==> src/rtl/core/bsws_pkg.sv <==
// ----------------------------------------------------------------------------
// bsws_pkg
// Shared types, codes and helpers for the whole-word byte substring search.
// ----------------------------------------------------------------------------
package bsws_pkg;

  // Input word command codes.
  typedef enum logic {
    CMD_BYTE      = 1'b0,
    CMD_FOLD_LOAD = 1'b1
  } cmd_t;

  // Configuration register indexes.
  localparam int CFG_IDX_W = 3;
  localparam int CFG_DATA_W = 64;
  localparam logic [CFG_IDX_W-1:0] CFG_NEEDLE_LOW     = 3'd0;
  localparam logic [CFG_IDX_W-1:0] CFG_NEEDLE_HIGH    = 3'd1;
  localparam logic [CFG_IDX_W-1:0] CFG_NEEDLE_LENGTH  = 3'd2;
  localparam logic [CFG_IDX_W-1:0] CFG_CASE_SENSITIVE = 3'd3;
  localparam logic [CFG_IDX_W-1:0] CFG_WHOLE_WORDS    = 3'd4;

  localparam int FOLD_DEPTH = 256;
  localparam logic [7:0] UNDERSCORE = 8'h5F;

  // Read and write requests toward the fold table.
  typedef struct packed {
    logic       en;
    logic [7:0] addr;
  } fold_rd_t;

  typedef struct packed {
    logic       en;
    logic [7:0] addr;
    logic [7:0] data;
  } fold_wr_t;

  // ASCII letter, digit or underscore.
  function automatic logic is_word_byte(input logic [7:0] c);
    logic res;
    res = ((c >= 8'h30) && (c <= 8'h39)) || ((c >= 8'h41) && (c <= 8'h5A)) ||
          ((c >= 8'h61) && (c <= 8'h7A)) || (c == UNDERSCORE);
    return res;
  endfunction

endpackage

==> src/rtl/core/bsws_fold_mem.sv <==
// ----------------------------------------------------------------------------
// bsws_fold_mem
// 256-entry fold table with one synchronous read port and one write port.
// Entries never written read as their own index.
// ----------------------------------------------------------------------------
module bsws_fold_mem
  import bsws_pkg::*;
(
  input  logic       clk,
  input  logic       rst_n,
  input  fold_rd_t   rd,
  input  fold_wr_t   wr,
  output logic [7:0] rd_data
);

  logic [7:0]            mem [FOLD_DEPTH];
  logic [FOLD_DEPTH-1:0] vld_r;
  logic [7:0]            mem_q_r;
  logic [7:0]            addr_q_r;
  logic                  vld_q_r;

  always_ff @(posedge clk) begin
    if (wr.en) begin
      mem[wr.addr] <= wr.data;
    end
    if (rd.en) begin
      mem_q_r  <= mem[rd.addr];
      addr_q_r <= rd.addr;
    end
  end

  always_ff @(posedge clk) begin
    if (!rst_n) begin
      vld_r   <= '0;
      vld_q_r <= 1'b0;
    end else begin
      if (rd.en) begin
        vld_q_r <= vld_r[rd.addr];
      end
      if (wr.en) begin
        vld_r[wr.addr] <= 1'b1;
      end
    end
  end

  assign rd_data = vld_q_r ? mem_q_r : addr_q_r;

endmodule

==> config.mk <==
export PLATFORM = sky130hd
export DESIGN_NAME = bsws_fold_mem
export DESIGN_NICKNAME = d
export VERILOG_FILES = /design/src/rtl/core/bsws_pkg.sv /design/src/rtl/core/bsws_fold_mem.sv
export SDC_FILE = /design/constraint.sdc
export NUM_CORES = 2
export LEC_CHECK = 0
export ABC_CLOCK_PERIOD_IN_PS = 7600
export BUFFER_PORTS_ARGS = -buffer_cell sky130_fd_sc_hd__buf_2
export CELL_PAD_IN_SITES_DETAIL_PLACEMENT = 1
export CELL_PAD_IN_SITES_GLOBAL_PLACEMENT = 2
export CORE_ASPECT_RATIO = 2
export CORE_MARGIN = 2
export CORE_UTILIZATION = 50
export DETAILED_ROUTE_END_ITERATION = 8
export PLACE_DENSITY_LB_ADDON = 0.08
export SYNTH_ARGS = -nofsm -noshare
export SYNTH_HDL_FRONTEND = slang
export SYNTH_SLANG_ARGS = --single-unit
==> constraint.sdc <==
create_clock -name clk -period 7.6 [get_ports clk]
set_input_delay 1.14 -clock clk [delete_from_list [all_inputs] [get_ports clk]]
set_output_delay 1.14 -clock clk [all_outputs]
set_load 0.05 [all_outputs]
# Word level (Yosys, flattened, before mapping)

Memory sizes are Yosys's and may differ from the RTL's. A register that Yosys moved wholly into a read port is not among the register bits.
Index checks and enable logic that the tools add are counted.

Multiplexer cells: 7
Bitwise operators: 1
Magnitude comparators: 3
Reduce and logical (&&, ||, !) cells: 1

Operators by type and width:

| operator           | count |
|---|---|
| $or 256x256->256   | 1 |
| $lt 8x9->1 const B | 2 |
| $bmux 1 s8         | 1 |
| $demux 1 s8        | 1 |
| $ge 8x1->1 const B | 1 |
| $mux 8             | 1 |
| $mux 1             | 4 |
| $logic_and 1x1->1  | 1 |

Register bits after elaboration: 265
RAM bits: 2048
Logic and storage cells: 16
Memories kept: 1

Memories:

| memory | words | width | rd ports | clocked after memory_dff | wr ports | RTL line            | text |
|---|---|---|---|---|---|---|---|
| mem    | 256   | 8     | 1        | 1                        | 1        | bsws_fold_mem.sv:16 | `logic [7:0] mem [FOLD_DEPTH];` |

# Logic depth before layout (Yosys ltp)

Depth after elaboration: 5
Mapped depth: 11
Gate-level depth less buffers: 7

# Worst setup path before layout

Ideal clock, no wire load.

Path type: input port to flip-flop
From: input port rd[0] (netlist bit)
To: register mem_q_r[0] (read register of mem) (data pin)
Cell stages on the path: 9
Library setup time: 259 ps
Arrival time: 2973 ps
Setup slack: 4368 ps
Required time: 7341 ps
Cells stage by stage: buf_6 > buf_6 > buf_2 > mux4_2 > a22oi_1 > a21oi_1 > nor4_1 > o22ai_1 > or2_1

RTL lines:

| element            | RTL line            | text |
|---|---|---|
| start: declaration | bsws_fold_mem.sv:11 | `input fold_rd_t rd,` |
| end: declaration   | bsws_fold_mem.sv:18 | `logic [7:0] mem_q_r;` |

==> impl_metrics.ini <==
[flow_run]
maxCapViolCount = 1

[critical_path]
r2r_slack_ns = 3.92
critPathCaptureType = register
critPathKind = input pin to register
start_kind = input pin
cpMostUsedCell = buf_4
worst-path-max-fanout = 47
r2r-start = mem[187][6]
critPathMaxStageDelay_ns = 1.11
crit_chain = buf_8 -> buf_12 -> buf_4 -> mux4_2 -> a22oi_1 -> a21oi_1 -> nor4_1 -> buf_4 -> o22ai_1 -> or2_1
arrival_ns = 5.39
crit_slowest_cell = nor4_1
worstRegToRegCells = 7
r2r_end = mem_q_r[6]
required_ns = 8.20

[sta]
hold_viol = 0
finalSetupViolCount = 0
setup-tns-final_ns = 0
period_needed_ns = 4.79
tightest_slew_ns = 1.55
period_share_pct = 63.1
fmax_mhz = 209
drv_slew = 2
finClkSkew_ns = 0.0258
finalWorstSetupSlack_ns = 2.81
maxSlewHeadroom_pct = -4.48
rsz0062_at_grt = false

[die]
ios = 36
rows = 218
start_util_pct = 50.1
die_height_um = 598
core_sq_mm = 0.176
die_w_um = 301
dieArea_sq_mm = 0.180

[synth]
syn_nets = 4348
synth_cell_types = 43
yosys-top-cells-area = edfxtp_1, mux4_2, dfxtp_1, a22oi_1, o21a_1
synth.avg_cell_area_sq_um = 20.4
async_flop_share_pct = 0
synth_warnings = 0
ys.flop_type = edfxtp_1
ys_seq_elements = 2321
synth_top_area_share_pct = 70.3
post-synth-top-count-cell = edfxtp_1
synth-edff-count = 2064
synthesis.area_sq_mm = 0.0882
ys_seq_area_share_pct = 76.1
synth_area_leader_cell = edfxtp_1
synthCells = 4320
synth_commonest_cells = edfxtp_1, mux4_2, a22oi_1

[pwr]
p_per_area_mw_per_mm2 = 265
power_w = 0.0259
leakage_nw = 30.2
ir_drop_uv = 212

[finish]
area_growth_pct = 11.2
design_area_sq_mm = 0.0981
multi_input_area_sq_mm = 0.0199
fillers = 14943
final_net_count = 4418
final_layout_size_suffix_gt1_share_pct = 22.8
register_area_sq_mm = 0.0671
layoutNonFillerInstCount = 6873

[clocking]
cts_buffers = 206
post_cts_buffers = 0
clockRootBuffer = clkbuf_16
cts_sinks = 2321
cts.path.max_buffers = 4
cts.clk_slew.worst_paths_ns = 0.07
cts_resized = 0
htreeDepth = 4
ctsHoldBuffers = 0
cts_tree = done
clk_latency_ns = 0.86

[status]
violations = capacitance limit, slew limit
outcome = finished, violations left

[placed_design]
hpwlAfterDp_um = 157000
post_dp_cell_area_sq_mm = 0.0912
pre_cts_slack_ns = 1.97
io_buffers = 35
finalWeightedCongestion = 0.816
placedCellCount = 6492

[routing]
drc = 0
vias_per_cell = 6.30
wirelength_um = 246000
drtAntennaViolNets = 0
wire_per_inst_um = 35.9
vias = 43274
drt_first_pass_iters = 5
drt_iter0_drc = 3479

[global_route]
grt_pass1_wl_um = 354000
grt_max_degree = 183
track_usage_pct = 27.9
antenna_found_initial = 12
grt_overflow = 0
grt_pass1_vias = 46973

[hold_path]
hold_path.class = register to register
hold_path_end = vld_r[239]
hold_start = vld_r[239]
hold-path-cell-count = 1
cells by family after synthesis:
family / count (synthesis) / synth area share [%]
AO/OA/AOI/OAI: 702 / 5.58
multiplexers: 597 / 14.8
flip-flops: 2321 / 76.1
buffers and inverters: 288 / 1.49
AND/OR/NAND/NOR: 412 / 2.02
worst max-delay path: cells and delay by family:
family          cells  cell delay (ns)
simple gates        2             1.39
mux                 1             0.52
buf+inv             4             1.33
compound gates      3             0.87
placed cells by master (no fill, tap or decap), types with 4 or more instances in the layout:
cell type | Yosys | final
a21oi_1 | 136 | 136
a22oi_1 | 267 | 267
buf_12 | 0 | 19
buf_2 | 44 | 24
buf_4 | 17 | 92
buf_8 | 0 | 11
bufinv_16 | 0 | 23
clkbuf_1 | 180 | 59
clkbuf_16 | 0 | 212
clkbuf_8 | 0 | 22
clkinv_1 | 2 | 18
clkinv_2 | 0 | 28
clkinvlp_4 | 0 | 10
dfxtp_1 | 257 | 257
diode_2 | 0 | 6
edfxtp_1 | 2064 | 2064
mux2_2 | 9 | 9
mux2i_1 | 21 | 21
mux4_2 | 567 | 567
nand2_1 | 38 | 38
nand3_1 | 27 | 24
nand4_1 | 9 | 9
nor2_1 | 265 | 257
nor2_2 | 0 | 4
nor2_4 | 0 | 4
nor2b_1 | 11 | 11
nor3_1 | 7 | 7
nor4_1 | 34 | 32
o21a_1 | 256 | 256
o221ai_1 | 6 | 6
o22ai_1 | 18 | 18
or2_1 | 8 | 8
where the power goes:
group          leakage [nW]  internal, W  switching [W]  total (W)
clock                  3.32      0.00612        0.00468     0.0108
combinational          6.26     0.000401       0.000833    0.00123
sequential             20.6       0.0139      0.0000149     0.0139
total                  30.2       0.0204        0.00552     0.0259
registers in the layout, indices dropped and copies added (netlist names):
register / count
mem: 2048
vld_r: 256
addr_q_r: 8
mem_q_r: 8
vld_q_r: 1
worst max-delay path by stage:
stage                      from         end  slack, ns  cells after the start
after floorplan           rd[0]  mem_q_r[0]       4.37                      9
after global placement    rd[0]  mem_q_r[2]       1.99                      9
after detailed placement  rd[0]  mem_q_r[4]       1.97                      9
after CTS                 rd[0]  mem_q_r[4]       2.87                      9
after global routing      rd[0]  mem_q_r[4]       2.82                      9
final                     rd[0]  mem_q_r[6]       2.81                     10
cell type report:
type	count	area share, %
inverter	4	0.0153
sequential	2321	68.4
clock inverter	82	1.03
clock buffer	293	5.94
tap	2310	2.95
multi-input combinational	1711	20.2
antenna	6	0.0153
timing repair buffer	146	1.38
stage by stage:
stage	hold slack, ns	utilization (%)
2_1_floorplan	0.435	-
3_3_place_gp	0.441	51.9
6_report	0.462	55.8
4_1_cts	0.465	55.7
5_1_grt	0.481	55.8
3_5_place_dp	0.448	51.9
per-layer routing:
metal  GRT usage [%]  part of all wire, %
met1            32.7                   36
met4            10.9                  4.3
met3            3.11                  4.0
met2            51.9                   56
met5               0               0.0053
(Power assumes the default switching activity.)
